`src/hw/rtl/wdiv_pkg.sv`:
```
// Shared widths, step count and stage payload type for the wide divider.
`timescale 1ns / 1ps
`default_nettype none

package wdiv_pkg;

    localparam int DATA_W  = 64;
    localparam int STEPS   = 64;
    localparam int TOP_BIT = DATA_W - 1;

    // Payload that travels down the step pipeline.
    // Normal path: rem is the partial remainder, low holds dividend bits not yet
    // shifted in, quo collects quotient bits from the right.
    // Overflow path: quo holds the dividend high half, rem the low half, untouched.
    typedef struct packed {
        logic [DATA_W-1:0] rem;
        logic [DATA_W-1:0] low;
        logic [DATA_W-1:0] quo;
        logic [DATA_W-1:0] div;
        logic              ovf;
    } t_stage;

    // Status of the output register pair.
    typedef struct packed {
        logic out_valid;
        logic skid_valid;
    } t_skid_status;

endpackage : wdiv_pkg

`default_nettype wire

```
`src/hw/rtl/wdiv_step.sv`:
```
// One registered shift-and-subtract step of the restoring divider.
`timescale 1ns / 1ps
`default_nettype none

module wdiv_step (
    input  wire logic            i_clk,
    input  wire logic            i_rst_n,
    input  wire logic            i_en,
    input  wire logic            i_valid,
    input  wire wdiv_pkg::t_stage i_data,
    output logic                 o_valid,
    output wdiv_pkg::t_stage     o_data
);
    import wdiv_pkg::*;

    logic              r_valid;
    t_stage            r_data;
    t_stage            n_data;
    logic [DATA_W-1:0] shifted;
    logic [DATA_W:0]   diff;
    logic              take;

    always_comb begin
        shifted = {i_data.rem[TOP_BIT-1:0], i_data.low[TOP_BIT]};
        diff    = {1'b0, shifted} - {1'b0, i_data.div};
        // A bit shifted out of the top forces the subtraction.
        take    = i_data.rem[TOP_BIT] | ~diff[DATA_W];
        n_data  = i_data;
        if (!i_data.ovf) begin
            n_data.rem = take ? diff[DATA_W-1:0] : shifted;
            n_data.low = {i_data.low[TOP_BIT-1:0], 1'b0};
            n_data.quo = {i_data.quo[TOP_BIT-1:0], take};
        end
    end

    always_ff @(posedge i_clk) begin
        if (!i_rst_n) begin
            r_valid <= 1'b0;
        end else if (i_en) begin
            r_valid <= i_valid;
        end
    end

    always_ff @(posedge i_clk) begin
        if (i_en && i_valid) begin
            r_data <= n_data;
        end
    end

    assign o_valid = r_valid;
    assign o_data  = r_data;

endmodule : wdiv_step

`default_nettype wire

```
`config.mk`:
```
export PLATFORM = sky130hd
export DESIGN_NAME = wdiv_step
export DESIGN_NICKNAME = d
export VERILOG_FILES = /design/src/hw/rtl/wdiv_pkg.sv /design/src/hw/rtl/wdiv_step.sv
export SDC_FILE = /design/constraint.sdc
export NUM_CORES = 1
export LEC_CHECK = 0
export BUFFER_PORTS_ARGS = -buffer_cell sky130_fd_sc_hd__buf_2
export CORE_AREA = 2 2 203 205
export CTS_CLUSTER_SIZE = 40
export DETAILED_ROUTE_END_ITERATION = 12
export DIE_AREA = 0 0 205 207
export GPL_ROUTABILITY_DRIVEN = 0
export MAX_ROUTING_LAYER = met4
export PLACE_DENSITY = 0.62
export SLEW_MARGIN = 20
export SYNTH_ARGS = -nofsm -noshare
export SYNTH_HDL_FRONTEND = slang
export SYNTH_SLANG_ARGS = --single-unit
export TNS_END_PERCENT = 50
```
`constraint.sdc`:
```
create_clock -name i_clk -period 21.3 [get_ports i_clk]
set_input_delay 2.13 -clock i_clk [delete_from_list [all_inputs] [get_ports i_clk]]
set_output_delay 2.13 -clock i_clk [all_outputs]
set_load 0.005 [all_outputs]
```
# Yosys cells after proc, flatten, opt, wreduce, memory -nomap -nowiden
# Cells that the tools add are included.
# Widths: inputs -> output; s select.
op_classes:
  add_sub_neg: 1
  muxes: 2
  bitwise: 2
  reduce_logical: 1
op_table:
  columns: ["cell", "count"]
  rows:
  - ["$mux 192", 1]
  - ["$sub 64x64->65", 1]
  - ["$mux 64", 1]
  - ["$logic_and 1x1->1", 1]
  - ["$not 1->1", 1]
  - ["$or 1x1->1", 1]
word_totals:
  register_bits: 258
  output_inout_bits: 258

# Logic depth before layout (Yosys ltp)
logic_depth:
  depth_word: 5
  ltp_mapped: 15
  mapped_depth_nobuf: 14

# Worst setup path after synthesis
# No wires, ideal clock.
synth_timing:
  path_type: "input to register"
  from: "input i_valid"
  to: "register r_data (netlist bit o_data[0]) (enable)"
  setup_time_ps: 650
  t_arrival_ps: 7954
  setup_slack_ps: 12696
  stages: 1
  cell_sequence: "and2_1"
synth_between:
  elab_chain_len: 1
synth_lines:
  columns: ["item", "line", "rtl"]
  rows:
  - ["start: declaration", "wdiv_step.sv:9", "input wire logic i_valid,"]
  - ["$logic_and 1x1->1", "wdiv_step.sv:45", "if (i_en && i_valid) begin"]
  - ["end signal: assignment", "wdiv_step.sv:46", "r_data <= n_data;"]
  - ["end: declaration", "wdiv_step.sv:17", "t_stage r_data;"]
# No other way between the ends.
# A chain may end at the register's enable or synchronous reset.

==> run_results.csv <==
group,metric,value,unit
setup_path,r2r_end,"o_valid$_SDFFE_PN0P_",
clocking,cts.sinks,258,
synthesis,synth_ff_type,"edfxtp_1",
synthesis,netlist_instances,1279,
grt,grt_pass1_wl,67500,um
synthesis,ys_types,64,
setup_path,criticalPathCategory,"in2reg",
clocking,cts-root-buf,"clkbuf_16",
placed_design,io_buffer_count,518,
clocking,path_clk_slew,0.06,ns
setup_path,cp-endpoint,"o_data[217]$_DFFE_PP_",
synthesis,synth_edf_count,257,
synthesis,synth_top_area_share,53.26,%
placed_design,place_area,17540,um^2
setup_path,path_cells,"buf_2 > inv_1 > ha_1 > a2111oi_0 > o21ai_0 > o21ai_0 > nand3_1 > a21oi_2 > o21ai_1 > o2111a_1 > o21ai_4 > buf_4 > nor2_1 > a211oi_1 > a21oi_1",
timing,setup_viol_count_final,0,
synthesis,syn-cell-area,14490,um^2
synthesis,synth_warnings,0,
floorplan,core_area,40370,um^2
synthesis,synth_common_cells,"edfxtp_1 (257), mux2_2 (129), nand2_1 (120)",
drt,drc,0,
setup_path,start_kind,"input pin",
timing,hold_viol,0,
synthesis,async_flop_share,0,%
pwr,power,1.413,mW
clocking,postCtsHoldBufs,0,
clocking,cts_tree,"done",
drt,ant_nets,0,
pwr,p_leak,7.921,nW
timing,timing.fmax,185.4,MHz
hold_path,hold_path_class,"reg2reg",
grt,met2_usage,36.89,%
clocking,cts_buffers,30,
synthesis,yosys-top-cells-area,"edfxtp_1 (53%), mux2_2 (10%), ha_1 (5.5%), a21oi_1 (4.1%), nand2_1 (3.1%)",
clocking,post_cts.repair.setup_buffers,0,
setup_path,crit_start,"i_data[12]",
floorplan,die_w,205,um
setup_path,critical_path_depth,15,
timing,period_minus_slack,5.394,ns
setup_path,cp_data_arrival_time,5.67,ns
synthesis,synth_seq_cells,258,
final_layout,final_area,18530,um^2
timing,rsz0062_at_grt,"no",
setup_path,critPathTopFamily,"compound AO/OA/AOI/OAI gates",
timing,setup_tns,0,ns
pwr,ir_worst_vdd,0.00006630,V
synthesis,yosys.area.top_type,"edfxtp_1",
placed_design,place_hpwl,35480,um
drt,drt_iter0_drc,717,
drt,wirelength,45780,um
final_layout,nNetsFinal,2100,
synthesis,synth_most_common_cell,"edfxtp_1",
timing,hold_slack,0.5866,ns
setup_path,crit_top_cell,"o21ai_0",
setup_path,slowest_delay,0.54,ns
clocking,clockBufferDepth,3,
final_layout,drive_gt1_share,39.15,%
floorplan,die_h,207,um
grt,use_met1,23.31,%
placed_design,placedCellCount,2274,
setup_path,reg2reg_depth,2,
clocking,ctsHtreeMaxLevel,1,
setup_path,cp.buffers_inverters,3,
outcome,status,"finished clean",
timing,fin_ws,15.91,ns
synthesis,ys_seq_area_share,53.40,%
floorplan,start_util,35.89,%
drt,routedWlPerCell,19.50,um
grt,antenna_found_initial,17,
timing,tightestPinTransition,0.9603,ns
grt,use_met3,5.381,%
floorplan,io_pins,519,
setup_path,r2r-start,"o_valid$_SDFFE_PN0P_",
timing,skew,0,ns
timing,post-route-period-util,25.33,%
grt,busiest_layer,"met2",
final_layout,fillers,3814,
drt,vias_per_cell,5.053,
run,maxCapViolations,0,
setup_path,cp.required,21.58,ns
clocking,clk_latency,0.56,ns
final_layout,utilization,45.90,%
placed_design,place_ws,15.28,ns
drt,vias,11860,
final_layout,fin_cells,2347,
floorplan,die_area,42440,um^2
grt,grt_usage,21.17,%
setup_path,r2r_slack,20.61,ns
drt,first_pass_iters,6,
setup_path,cp-end-kind,"flop",
final_layout,syn_to_final_growth,27.86,%
setup_path,crit_path_top_delay_cell,"buf_4",
synthesis,syn_avg_cell_area,11.33,um^2
synthesis,synth_nets,1605,
grt,grt_max_degree,150,
clocking,cts_resized,0,
pwr,cellPowerDensity,76.28,nW/um^2
grt,grt_overflow,0,
setup_path,critPathMaxFanout,61,
timing,slew_headroom,35.98,%
grt,grt_pass1_vias,11830,
floorplan,row_count,74,
timing,drv_slew,0,
-- cells in the final DEF, fill, tap and decap left out, types with 17 or more instances in the layout --
| master | instances |
|---|---|
| buf_2 | 517 |
| edfxtp_1 | 257 |
| mux2_2 | 129 |
| nand2_1 | 120 |
| a21oi_1 | 119 |
| nor2_1 | 85 |
| inv_1 | 83 |
| ha_1 | 64 |
| o21ai_0 | 52 |
| o21ai_1 | 39 |
| xor2_1 | 32 |
| clkbuf_16 | 31 |
| a21o_1 | 29 |
| xnor2_1 | 26 |
| a211oi_1 | 18 |
| diode_2 | 17 |
-- worst min-delay path, cell delays in order, from the launching register on --
cell     delay [ns]
dfxtp_1        0.33
nor2b_1        0.13
o21a_1         0.11
-- registers in the layout, indices dropped and copies added, names as in the netlist --
signal   flops
o_data     257
o_valid      1
-- power breakdown --
group          total (mW)  switching [mW]  internal (mW)
sequential          0.617         0.00943          0.607
clock               0.500           0.210          0.290
combinational       0.297           0.170          0.126
total                1.41           0.389           1.02
-- logic make-up (layout without fill, tap and decap cells) --
| logic type | count (synthesis) | count (layout) | share of synthesized area [%] |
|---|---|---|---|
| simple gates | 286 | 286 | 8.808 |
| xor+xnor | 58 | 58 | 3.506 |
| fa+ha+maj | 65 | 65 | 5.664 |
| mux | 137 | 137 | 10.58 |
| flops | 258 | 258 | 53.40 |
| other cells | 0 | 17 | 0 |
| buf+inv | 144 | 663 | 4.041 |
| compound gates | 331 | 331 | 14.01 |
-- cell type report --
| cell class | instances | area (um^2) | area share (%) |
|---|---|---|---|
| antenna | 17 | 42.54 | 0.2296 |
| clock buffer | 42 | 817.0 | 4.410 |
| clock inverter | 14 | 123.9 | 0.6686 |
| inverter | 83 | 311.5 | 1.682 |
| multi-input combinational | 877 | 6170 | 33.30 |
| sequential | 258 | 7737 | 41.76 |
| tap | 532 | 665.6 | 3.593 |
| timing repair buffer | 524 | 2660 | 14.36 |
-- worst min path at each step --
| stage | from | endpoint | slack, ns | cells after the start |
|---|---|---|---|---|
| 2_1_floorplan | o_valid$_SDFFE_PN0P_ | o_valid$_SDFFE_PN0P_ | 0.57 | 2 |
| 3_3_place_gp | o_valid$_SDFFE_PN0P_ | o_valid$_SDFFE_PN0P_ | 0.56 | 2 |
| 3_5_place_dp | o_valid$_SDFFE_PN0P_ | o_valid$_SDFFE_PN0P_ | 0.57 | 2 |
| 4_1_cts | o_valid$_SDFFE_PN0P_ | o_valid$_SDFFE_PN0P_ | 0.60 | 2 |
| 5_1_grt | o_valid$_SDFFE_PN0P_ | o_valid$_SDFFE_PN0P_ | 0.64 | 2 |
| 6_report | o_valid$_SDFFE_PN0P_ | o_valid$_SDFFE_PN0P_ | 0.59 | 2 |
-- routing by layer --
layer	wire, um	vias up	share of wire, %
li1	-	5749	-
met1	17700	5598	39
met2	22980	435	50
met3	3643	78	8.0
met4	1450	0	3.2
met5	0	-	0
Power figures use the tool's default switching activity.
