### src/hw/rtl/wdiv_pkg.sv
// Shared widths, step count and stage payload type for the wide divider.
`timescale 1ns / 1ps
`default_nettype none

package wdiv_pkg;

    localparam int DATA_W  = 64;
    localparam int STEPS   = 64;
    localparam int TOP_BIT = DATA_W - 1;

    // Payload that travels down the step pipeline.
    // Normal path: rem is the partial remainder, low holds dividend bits not yet
    // shifted in, quo collects quotient bits from the right.
    // Overflow path: quo holds the dividend high half, rem the low half, untouched.
    typedef struct packed {
        logic [DATA_W-1:0] rem;
        logic [DATA_W-1:0] low;
        logic [DATA_W-1:0] quo;
        logic [DATA_W-1:0] div;
        logic              ovf;
    } t_stage;

    // Status of the output register pair.
    typedef struct packed {
        logic out_valid;
        logic skid_valid;
    } t_skid_status;

endpackage : wdiv_pkg

`default_nettype wire

### src/hw/rtl/wdiv_out_skid.sv
// Output register with one skid entry; gives a registered pipeline advance.
`timescale 1ns / 1ps
`default_nettype none

module wdiv_out_skid (
    input  wire logic                   i_clk,
    input  wire logic                   i_rst_n,
    input  wire logic                   i_valid,
    input  wire wdiv_pkg::t_stage       i_data,
    output logic                        o_advance,
    input  wire logic                   i_ready,
    output logic                        o_valid,
    output wdiv_pkg::t_stage            o_data,
    output wdiv_pkg::t_skid_status      o_status
);
    import wdiv_pkg::*;

    logic   r_out_valid;
    logic   r_skid_valid;
    t_stage r_out;
    t_stage r_skid;

    always_ff @(posedge i_clk) begin
        if (!i_rst_n) begin
            r_out_valid  <= 1'b0;
            r_skid_valid <= 1'b0;
        end else if (i_ready || !r_out_valid) begin
            if (r_skid_valid) begin
                r_out_valid  <= 1'b1;
                r_skid_valid <= 1'b0;
            end else begin
                r_out_valid  <= i_valid;
            end
        end else if (i_valid && !r_skid_valid) begin
            r_skid_valid <= 1'b1;
        end
    end

    always_ff @(posedge i_clk) begin
        if (i_ready || !r_out_valid) begin
            if (r_skid_valid) begin
                r_out <= r_skid;
            end else if (i_valid) begin
                r_out <= i_data;
            end
        end else if (i_valid && !r_skid_valid) begin
            r_skid <= i_data;
        end
    end

    assign o_advance           = ~r_skid_valid;
    assign o_valid             = r_out_valid;
    assign o_data              = r_out;
    assign o_status.out_valid  = r_out_valid;
    assign o_status.skid_valid = r_skid_valid;

endmodule : wdiv_out_skid

`default_nettype wire

### config.mk
export PLATFORM = sky130hd
export DESIGN_NAME = wdiv_out_skid
export DESIGN_NICKNAME = d
export VERILOG_FILES = /design/src/hw/rtl/wdiv_pkg.sv /design/src/hw/rtl/wdiv_out_skid.sv
export SDC_FILE = /design/constraint.sdc
export NUM_CORES = 1
export LEC_CHECK = 0
export BUFFER_PORTS_ARGS = -buffer_cell sky130_fd_sc_hd__buf_2
export CAP_MARGIN = 20
export CORE_MARGIN = 2
export CORE_UTILIZATION = 45
export DETAILED_ROUTE_END_ITERATION = 12
export GPL_TIMING_DRIVEN = 0
export PLACE_DENSITY = 0.81
export SYNTH_ARGS = -nofsm -noshare
export SYNTH_HDL_FRONTEND = slang
export SYNTH_SLANG_ARGS = --single-unit
### constraint.sdc
create_clock -name i_clk -period 28.8 [get_ports i_clk]
set_clock_uncertainty 0.15 [all_clocks]
set_input_delay 1.44 -clock i_clk [delete_from_list [all_inputs] [get_ports i_clk]]
set_output_delay 1.44 -clock i_clk [all_outputs]
set_load 0.05 [all_outputs]
## Word level (Yosys, flattened, before mapping)

Cells that the tools add are included.

- Bits in registers: 516
- Output and inout bits: 261
- Logic and storage cells: 26
- Input bits: 261
- Memories kept: 0
- Bits in latches: 0
- RAM bits: 0
- ROM bits: 0

- $add $sub $neg: 0
- Bitwise gates (word level): 3
- Div/mod/pow operators: 0
- Order comparisons: 0
- Multiply operators: 0
- Shift operators: 0
- Mux-type cells: 3
- Reduce and logical (&&, ||, !) cells: 8
- Equal/unequal tests: 0

Operators by type and width:

| cell | count |
|---|---|
| $mux 257 | 2 |
| $reduce_and 2->1 | 2 |
| $not 1->1 | 3 |
| $logic_not 1->1 | 2 |
| $reduce_bool 2->1 | 1 |
| $reduce_or 2->1 | 1 |
| $logic_and 1x1->1 | 1 |
| $logic_or 1x1->1 | 1 |
| $mux 1 | 1 |

## Depth between registers and ports, before layout

Gate-level depths: netlist of the first run.

- Depth after elaboration: 4
- Mapped depth: 4
- Gate-level depth less buffers: 2

## Worst setup path before layout of the first run

OpenSTA, ideal clock, no wires.

- Kind: input port to flip-flop
- Start point: input i_ready
- End point: register r_skid[0] (netlist bit), enable pin
- Cell stages on the path: 2
- Setup time: 1242 ps
- Path buffers: 0
- Data arrival time: 20257 ps
- Required time: 27408 ps
- Setup slack: 7151 ps
- Path through: nand2b_1 > nor3b_1

- Word-level cells in the longest chain between the ends: 3

Ends and longest elaborated chain:

| what | line | source |
|---|---|---|
| start, declared | wdiv_out_skid.sv:11 | `input wire logic i_ready,` |
| $logic_or 1x1->1 | wdiv_out_skid.sv:40 | `if (i_ready \|\| !r_out_valid) begin` |
| $not 1->1 (no line) | -- |  |
| $reduce_and 2->1 (no line) | -- |  |
| end signal, assigned | wdiv_out_skid.sv:47 | `r_skid <= i_data;` |
| end, declared | wdiv_out_skid.sv:21 | `t_stage r_skid;` |

Every way passes these cells.
A chain may end at the register's enable or synchronous reset.

## Final worst setup path of the first run

- Start point: input i_ready
- End point: register r_out (netlist bit o_data[146]), enable pin

- Word-level cells in the longest chain between the ends: 2

Ends and longest elaborated chain:

| what | line | source |
|---|---|---|
| $logic_or 1x1->1 | wdiv_out_skid.sv:40 |  |
| $reduce_and 2->1 (no line) | -- |  |
| end signal, assigned | wdiv_out_skid.sv:42 | `r_out <= r_skid;` |
| end signal, assigned | wdiv_out_skid.sv:44 | `r_out <= i_data;` |
| end, declared | wdiv_out_skid.sv:20 | `t_stage r_out;` |

Every way passes these cells.

==> results_dict.tcl, run 1 <==
set metrics [dict create \
    status "completed" \
    via_per_inst 4.85 \
    cts_hold_buf 0 \
    crit_type "primary input to flop" \
    hold_viol 0 \
    overflow 0 \
    wl_per_cell_um 20.9 \
    reg2reg_slack_ns 25.42 \
    grt.total_usage 0.185 \
    cts_tree "built" \
    drc 0 \
    die_area_um2 44900 \
    clock-sinks 516 \
    slowest_delay_ns 0.86 \
    worst_slew_pin_slew_ns 1.00 \
    fmax_ghz 0.282 \
    cap_violations 0 \
    rsz0062_at_grt "no" \
    post-place-cells 1949 \
    synth_area_leaders "edfxtp_1, mux2_4, mux2_2" \
    rows 76 \
    portBuffers 521 \
    finish.instance_area_um2 24900 \
    maxSlewViolCount 0 \
    routabilityCongestion 0.795 \
    ant_nets 0 \
    crit_path_end_kind "flop" \
    synth.distinct_cells 13 \
    cp_common_cell "buf_12" \
    synth_seq_cells 516 \
    numCtsBuffers 53 \
    crit_arrival_ns 3.65 \
    syn2layout_area_growth_pct 28.0 \
    hold_class "flop to flop" \
    first_pass_iters 4 \
    required_ns 28.91 \
    syn_area_per_cell_um2 24.0 \
    min_period_ns 3.54 \
    r2r_end "o_data[146]" \
    fin_crit_sh 0.123 \
    final_cells 2051 \
    crit_slowest_cell "nor2b_4" \
    syn_inst 811 \
    grt_max_degree 34 \
    grt_pass1_vias 10500 \
    drive_gt1_frac 0.628 \
    p_leak_nw 9.70 \
    min_to "o_data[244]" \
    postCtsSetupBuffers 0 \
    cts-resized-gates 0 \
    holdCritStartpoint "r_skid[244]" \
    num_vias 9957 \
    dp_hpwl_mm 31.2 \
    antenna_found_initial 15 \
    synth_top_area_cell "edfxtp_1" \
    ir_drop_mv 0.0632 \
    worst_r2r_path_depth 8 \
    synth_area_um2 19500 \
    clk_pin_slew_ns 0.06 \
    core_area_um2 42900 \
    die_x_um 212 \
    finalWirelength_mm 42.9 \
    worstHoldPathCells 1 \
    root_buffer "clkbuf_16" \
    r2r-start "r_skid_valid" \
    synth_top_cell_area_share 0.793 \
    synth_nets 1072 \
    critPathLaunchType "primary input" \
    start_util 0.454 \
    crit_chain "buf_2 > nand2b_1 > nor2b_4 > buf_12 > buf_12 > buf_12 > buf_12" \
    p_per_area_nw_per_um2 69.4 \
    cp_max_fo 33 \
    fin_nets 1680 \
    io_pins 522 \
    htreeDepth 2 \
    drtIter0Drc 597 \
    grt_pass1_wl_mm 62.0 \
    clock_latency_ns 0.57 \
    placedInstanceArea_um2 23200 \
    cts.path.max_buffers 3 \
    die_h_um 212 \
    seq_area_frac_synth 0.795 \
    setup_viol 0 \
    maxSlewHeadroom 0.332 \
    ys_warn_count 0 \
]
## worst max path at each step
stage | from | to | slack (ns) | cells past startpoint
floorplan | i_ready | r_skid[0] | 7.15 | 2
global placement | i_ready | r_skid[80] | -2.43 | 3
detailed placement | i_ready | o_data[134] | 24.64 | 7
CTS | i_ready | o_data[67] | 25.28 | 7
global route | i_ready | o_data[145] | 25.15 | 7
finish | i_ready | o_data[146] | 25.26 | 7
## placed cells by master (no fill, tap or decap)
| cell type | instances |
|---|---|
| a21boi_0 | 1 |
| buf_12 | 8 |
| buf_2 | 527 |
| buf_4 | 3 |
| buf_6 | 44 |
| buf_8 | 2 |
| bufinv_16 | 4 |
| clkbuf_1 | 11 |
| clkbuf_16 | 53 |
| clkbuf_8 | 3 |
| clkinv_1 | 11 |
| clkinv_2 | 6 |
| clkinv_4 | 2 |
| clkinvlp_4 | 2 |
| dfxtp_1 | 2 |
| diode_2 | 8 |
| edfxtp_1 | 514 |
| inv_1 | 1 |
| inv_6 | 2 |
| mux2_2 | 59 |
| mux2_4 | 198 |
| nand2b_1 | 1 |
| nor2_1 | 1 |
| nor2b_4 | 1 |
| nor3b_1 | 1 |
| nor3b_2 | 1 |
## power breakdown
group	total, W	switching (W)	internal [W]
Sequential	0.000876	0.00000849	0.000868
Combinational	0.000200	0.000137	0.0000626
Clock	0.000654	0.000274	0.000380
Total	0.00173	0.000420	0.00131
## worst max-delay path, delay by kind of cell
| family | cells | cell delay (ns) |
|---|---|---|
| buffers and inverters | 5 | 1.08 |
| AND/OR/NAND/NOR | 2 | 1.07 |
## state kept, by name, summed over array words and instances (netlist names)
name / cells
r_skid: 257
o_data: 257
o_valid: 1
r_skid_valid: 1
## cell usage after synthesis, drive strengths merged
master / n
edfxtp: 514
nor2b: 1
buf: 31
inv: 1
mux2: 257
nor3b: 2
a21boi: 1
nand2b: 1
nor2: 1
dfxtp: 2
## cell type report
class / instances / area (um2)
Sequential cell: 516 / 15500
Multi-Input combinational cell: 263 / 3690
Clock inverter: 27 / 241
Clock buffer: 67 / 1410
Timing Repair Buffer: 553 / 3040
Buffer: 31 / 304
Antenna cell: 8 / 20.0
Inverter: 1 / 3.75
Fill cell: 3119 / 18000
Tap cell: 585 / 732
## metal layers
layer | part of all wire | GRT usage | vias to the layer above
li1 | - | - | 4475
met1 | 0.37 | 0.206 | 4947
met2 | 0.50 | 0.312 | 424
met3 | 0.096 | 0.0712 | 99
met4 | 0.033 | 0.0855 | 12
met5 | 0.0017 | 0 | -
## kinds of logic after synthesis
group | count (synthesis) | synth area share
simple gates | 5 | 0.00161
mux | 257 | 0.187
flops | 516 | 0.795
compound gates | 1 | 0.000386
buf+inv | 32 | 0.0158
## per-stage QoR
step                setup TNS (ns)   util  power [W]  hold WS, ns  setup WS, ns
floorplan                        0      -    0.00104        0.373          7.15
global placement           -616.10  0.532    0.00111        0.377         -2.43
detailed placement               0  0.542    0.00109        0.384         24.64
CTS                              0  0.580    0.00175        0.392         25.28
global route                     0  0.581    0.00178        0.404         25.15
finish                           0  0.581    0.00173        0.389         25.26
(Power assumes the default switching activity.)
==> inputs of run 2 (changes only) <==
- ABC_AREA: unset -> 1
- PLACE_DENSITY: 0.81 -> 0.84
- clock period: 28.8 -> 3.2 ns (I/O delays scaled with it)
==> run 2 against run 1 <==
Compared with the run above:
- cell count up 36%
- sequential power rose to 9.1 times the previous value
- die area down 3.0%
- power rose to 9.5 times the previous value
- largest cell class unchanged
==> results_dict.tcl, run 2 <==
set metrics [dict create \
    htreeDepth 2 \
    fin_nets 2474 \
    synth_top_family_by_area "simple AND/OR/NAND/NOR gates" \
    clock_latency_ns 0.58 \
    top_layer "met4" \
    start_util 0.453 \
    wl_met3_mm 5.39 \
    finalWirelength_mm 58.6 \
    io_pins 522 \
    synth_area_leaders "edfxtp_1, nand2_1, buf_6" \
    die_h_um 209 \
    postCtsSetupBuffers 0 \
    die_x_um 209 \
    rsz0062_at_grt "no" \
    via_per_inst 5.13 \
    synth.most_common_cell "nand2_1" \
    crit_slowest_cell "a21oi_4" \
    worst_slew_pin_slew_ns 0.903 \
    cp_common_cell "buf_12" \
    hold_class "primary input to flop" \
    drive_gt1_frac 0.301 \
    post-route-util 0.649 \
    root_buffer "clkbuf_16" \
    grt_pass1_vias 15400 \
    final_common_cell "nand2_1" \
    fin_crit_sh 0.897 \
    cts.path.max_buffers 3 \
    min_period_ns 2.87 \
    drtIter0Drc 1430 \
    syn2layout_area_growth_pct 43.2 \
    synth_seq_cells 516 \
    grt_pass1_wl_mm 87.8 \
    grt.total_usage 0.263 \
    rows 75 \
    synth_fa_ha_area_frac 0 \
    cts_tree "built" \
    ir_drop_mv 0.488 \
    synth.area.mux_share 0 \
    num_vias 14300 \
    routabilityCongestion 0.869 \
    yosys-top-cells-count "nand2_1, edfxtp_1, buf_2, buf_6, buf_4" \
    crit_type "flop to flop" \
    wl_per_cell_um 20.9 \
    setup_viol 0 \
    synth.distinct_cells 13 \
    fmax_ghz 0.348 \
    synth_area_um2 18900 \
    synth-async-reset-ratio 0 \
    synth_nets 1617 \
    slowest_delay_ns 0.69 \
    fin_ws_ns 0.329 \
    hold_viol 0 \
    syn_inst 1356 \
    dp_hpwl_mm 34.6 \
    drt-met1-wl_mm 20.3 \
    finish.instance_area_um2 27000 \
    ys_warn_count 0 \
    ant_nets 0 \
    die_area_um2 43600 \
    synth_edf_count 514 \
    first_pass_iters 5 \
    crit_arrival_ns 3.00 \
    required_ns 3.33 \
    placedInstanceArea_um2 22700 \
    fin_hold_ws_ns 0.154 \
    maxSlewViolCount 0 \
    numCtsBuffers 51 \
    core_area_um2 41700 \
    critPathLaunchType "flop" \
    synth_top_cell_area_share 0.818 \
    crit_chain "buf_6 > buf_6 > nor2_4 > a21oi_4 > buf_12 > buf_12 > buf_12 > buf_16" \
    crit_path_end_kind "flop" \
    wl_met2_mm 29.8 \
    synth_top_area_cell "edfxtp_1" \
    portBuffers 521 \
    p_leak_nw 11.5 \
    clock-sinks 516 \
    synth_compound_area_frac 0.000530 \
    yosys.area_share.simple 0.155 \
    seq_area_frac_synth 0.820 \
    p_per_area_nw_per_um2 607 \
    antenna_found_initial 6 \
    cp_max_fo 27 \
    maxSlewHeadroom 0.397 \
    synth_xor_area_frac 0 \
    final_cell_mix "nand2_1, buf_2, edfxtp_1, dlygate4sd3_1, clkbuf_16" \
    pre_cts_ws_ns 0.357 \
    grt_max_degree 35 \
    overflow 0 \
    cap_violations 0 \
    status "completed" \
    ys.flop_type "edfxtp_1" \
    tns_ns 0 \
    clk_pin_slew_ns 0.07 \
    drc 0 \
    syn_area_per_cell_um2 13.9 \
]
==> run 2: cell types whose count changed in the layout (fill, tap and decap cells not counted), sizes merged, moves of 4 or more <==
| cell | previous run | this run |
|---|---|---|
| dlygate4sd3 | 0 | 263 |
| mux2 | 257 | 0 |
| bufinv | 4 | 8 |
| clkinv | 19 | 14 |
| nand2 | 0 | 772 |
| buf | 584 | 597 |
==> run 2: worst paths after layout <==
check                endpoint  depth (start not counted)  slack, ns          from
setup / recovery  o_data[164]                          8       0.33  r_skid_valid
hold / removal    r_skid[146]                          2       0.15   i_data[146]
setup reg to reg  o_data[164]                          8       0.33  r_skid_valid
hold reg to reg   o_data[236]                          2       0.36   r_skid[236]
==> run 2: cell type report <==
type / instances / area, um2
well taps: 539 / 674
multi-input cells: 779 / 2960
flip-flops and latches: 516 / 15500
clock inverters: 27 / 352
diodes: 8 / 20.0
plain buffers: 59 / 470
fillers: 2668 / 14600
repair buffers: 804 / 5690
clock buffers: 64 / 1370
inverters: 2 / 10.0
==> run 2: cell families (layout without fill, tap and decap cells) <==
logic type	count (synthesis)	in the layout
other	0	8
AOI/OAI and AO/OA	2	2
DFF	516	516
and+or+nand+nor	777	777
buffers and inverters	61	956
==> run 2: what timing repair did <==
item / in CTS / in global routing
gates resized for setup: 0 / 0
hold buffers: 263 / 0
hold endpoints to repair: 524 / 0
==> run 2: where the power goes <==
group	internal (W)	switching, W	total [W]
clock	0.00368	0.00260	0.00628
combinational	0.000649	0.00152	0.00217
sequential	0.00785	0.000111	0.00796
total	0.0122	0.00423	0.0164
==> run 2: per-stage QoR <==
stage               power (W)  std cells
floorplan             0.00929       1356
global route           0.0169       2796
CTS                    0.0163       2790
finish                 0.0164       2798
global placement      0.00985       2416
detailed placement    0.00991       2436
==> run 2: critical path, delay by kind of cell, from the launching register on <==
family | cells | cell delay (ns)
AO/OA/AOI/OAI | 1 | 0.69
buffers and inverters | 6 | 1.29
flip-flops | 1 | 0.34
AND/OR/NAND/NOR | 1 | 0.05
==> run 2: routing by layer <==
layer	up-vias	track usage
met2	926	0.457
met5	-	0
met3	201	0.0670
li1	6338	-
met1	6881	0.299
met4	0	0.140
==> inputs of run 3 (changes only) <==
- PLACE_DENSITY: 0.84 -> 0.73
==> run 3 against run 2 <==
Compared with the run above:
- utilization hardly changed
- critical path depth fell by 1
- cell area is essentially flat
- wire length decreased by 8.7%
- worst hold slack got worse by 0.00075 ns
- critical path type unchanged
- via count is 3.5% lower
==> results_dict.tcl, run 3 (synthesis results as in run 2) <==
set metrics [dict create \
    status "completed" \
    use_met2 0.421 \
    first_pass_iters 5 \
    wl_per_cell_um 19.1 \
    drive_gt1_frac 0.301 \
    use_met1 0.277 \
    min_period_ns 2.60 \
    dp_hpwl_mm 34.3 \
    grt_max_degree 34 \
    rsz0062_at_grt "no" \
    cts_hold_buf 263 \
    crit_slowest_cell "nor2_4" \
    die_area_um2 43600 \
    tns_ns 0 \
    io_pins 522 \
    clock-sinks 516 \
    fmax_ghz 0.384 \
    worst_slew_pin_slew_ns 0.627 \
    reg2reg_slack_ns 0.60 \
    ir_drop_mv 0.494 \
    cp_max_fo 32 \
    antenna_found_initial 9 \
    overflow 0 \
    via_per_inst 4.94 \
    drtIter0Drc 947 \
    final_common_cell "nand2_1" \
    root_buffer "clkbuf_16" \
    post-route-util 0.649 \
    worst_r2r_path_depth 7 \
    finalWirelength_mm 53.5 \
    drc 0 \
    cap_violations 0 \
    hold_viol 0 \
    post-place-cells 2436 \
    die_x_um 209 \
    crit_path_end_kind "flop" \
    crit_type "flop to flop" \
    r2r_end "r_skid[220]" \
    crit_buf_inv 6 \
    cp.depth 7 \
    p_leak_nw 11.6 \
    syn2layout_area_growth_pct 43.3 \
    total_power_w 0.0163 \
    grt_pass1_wl_mm 81.5 \
    crit_chain "buf_6 > clkbuf_4 > nor2_4 > buf_12 > buf_12 > buf_16 > buf_12" \
    final.fill_count 2863 \
    worstHoldPathCells 2 \
    critPathTopFamily "buffers and inverters" \
    clock_latency_ns 0.58 \
    holdCritStartpoint "i_data[50]" \
    die_h_um 209 \
    p_per_area_nw_per_um2 601 \
    clk_pin_slew_ns 0.06 \
    htreeDepth 2 \
    critPathLaunchType "flop" \
    start_util 0.453 \
    setup_viol 0 \
    maxSlewViolCount 0 \
    ant_nets 0 \
    hold_class "primary input to flop" \
    cts.path.max_buffers 3 \
    numCtsBuffers 52 \
    cp_common_cell "buf_12" \
    final_cell_mix "nand2_1, buf_2, edfxtp_1, dlygate4sd3_1, clkbuf_16" \
    fin_nets 2475 \
    globalRouteMet3Util 0.0729 \
    min_to "r_skid[50]" \
    fin_crit_sh 0.813 \
    maxSlewHeadroom 0.581 \
    rows 75 \
    slowest_delay_ns 0.51 \
    cts-resized-gates 0 \
    core_area_um2 41700 \
    portBuffers 521 \
    num_vias 13800 \
    postCtsSetupBuffers 0 \
    grt_pass1_vias 14600 \
    routabilityCongestion 0.826 \
    r2r-start "r_skid_valid" \
    crit_arrival_ns 2.73 \
    grt_busiest_layer "met2" \
    final_cells 2801 \
    grt.total_usage 0.242 \
    cts_tree "built" \
    required_ns 3.32 \
]
-- run 3: changes by cell type in the layout (fill, tap and decap cells not counted), moves of 2 or more --
cell / before / now
diode_2: 8 / 6
clkbuf_1: 13 / 15
clkinv_1: 8 / 10
clkinv_2: 4 / 7
inv_6: 2 / 0
-- run 3: per-layer routing --
metal  part of all wire  wire length, um
met3              0.084             4470
met2               0.51            27300
met1               0.36            19500
met4              0.041             2200
met5            0.00071               38
-- run 3: worst register-to-register path: cells and delay by family (launching register included) --
family                 cells  cell delay (ns)
buffers and inverters      6             1.30
DFF                        1             0.33
and+or+nand+nor            1             0.51
-- run 3: worst max-delay path by stage --
stage            startpoint     endpoint  slack, ns
2_1_floorplan  r_skid_valid    o_data[0]      -2.18
3_3_place_gp   r_skid_valid  o_data[222]      -4.33
3_5_place_dp   r_skid_valid  r_skid[217]       0.55
4_1_cts        r_skid_valid  r_skid[200]       0.54
5_1_grt        r_skid_valid  r_skid[200]       0.44
6_report       r_skid_valid  r_skid[220]       0.60
-- run 3: layout make-up --
type	instances	area (um2)	share of cell area
Multi-Input combinational cell	779	2960	0.109
Tap cell	539	674	0.0249
Clock inverter	29	333	0.0123
Antenna cell	6	15.0	0.000555
Timing Repair Buffer	804	5700	0.211
Clock buffer	67	1400	0.0518
Buffer	59	470	0.0174
Inverter	2	10.0	0.000370
Sequential cell	516	15500	0.572
-- run 3: through the flow --
| step | hold slack [ns] | area, um2 | worst slack, ns |
|---|---|---|---|
| 3_3_place_gp | 0.200 | 22200 | -4.33 |
| 6_report | 0.153 | 27000 | 0.597 |
| 2_1_floorplan | 0.109 | 18900 | -2.18 |
| 4_1_cts | 0.109 | 27000 | 0.541 |
| 5_1_grt | 0.128 | 27000 | 0.437 |
| 3_5_place_dp | 0.202 | 22700 | 0.551 |
-- run 3: where the power goes --
group          internal (W)  switching, W
Clock               0.00366       0.00252
Combinational      0.000654       0.00149
Sequential          0.00785     0.0000925
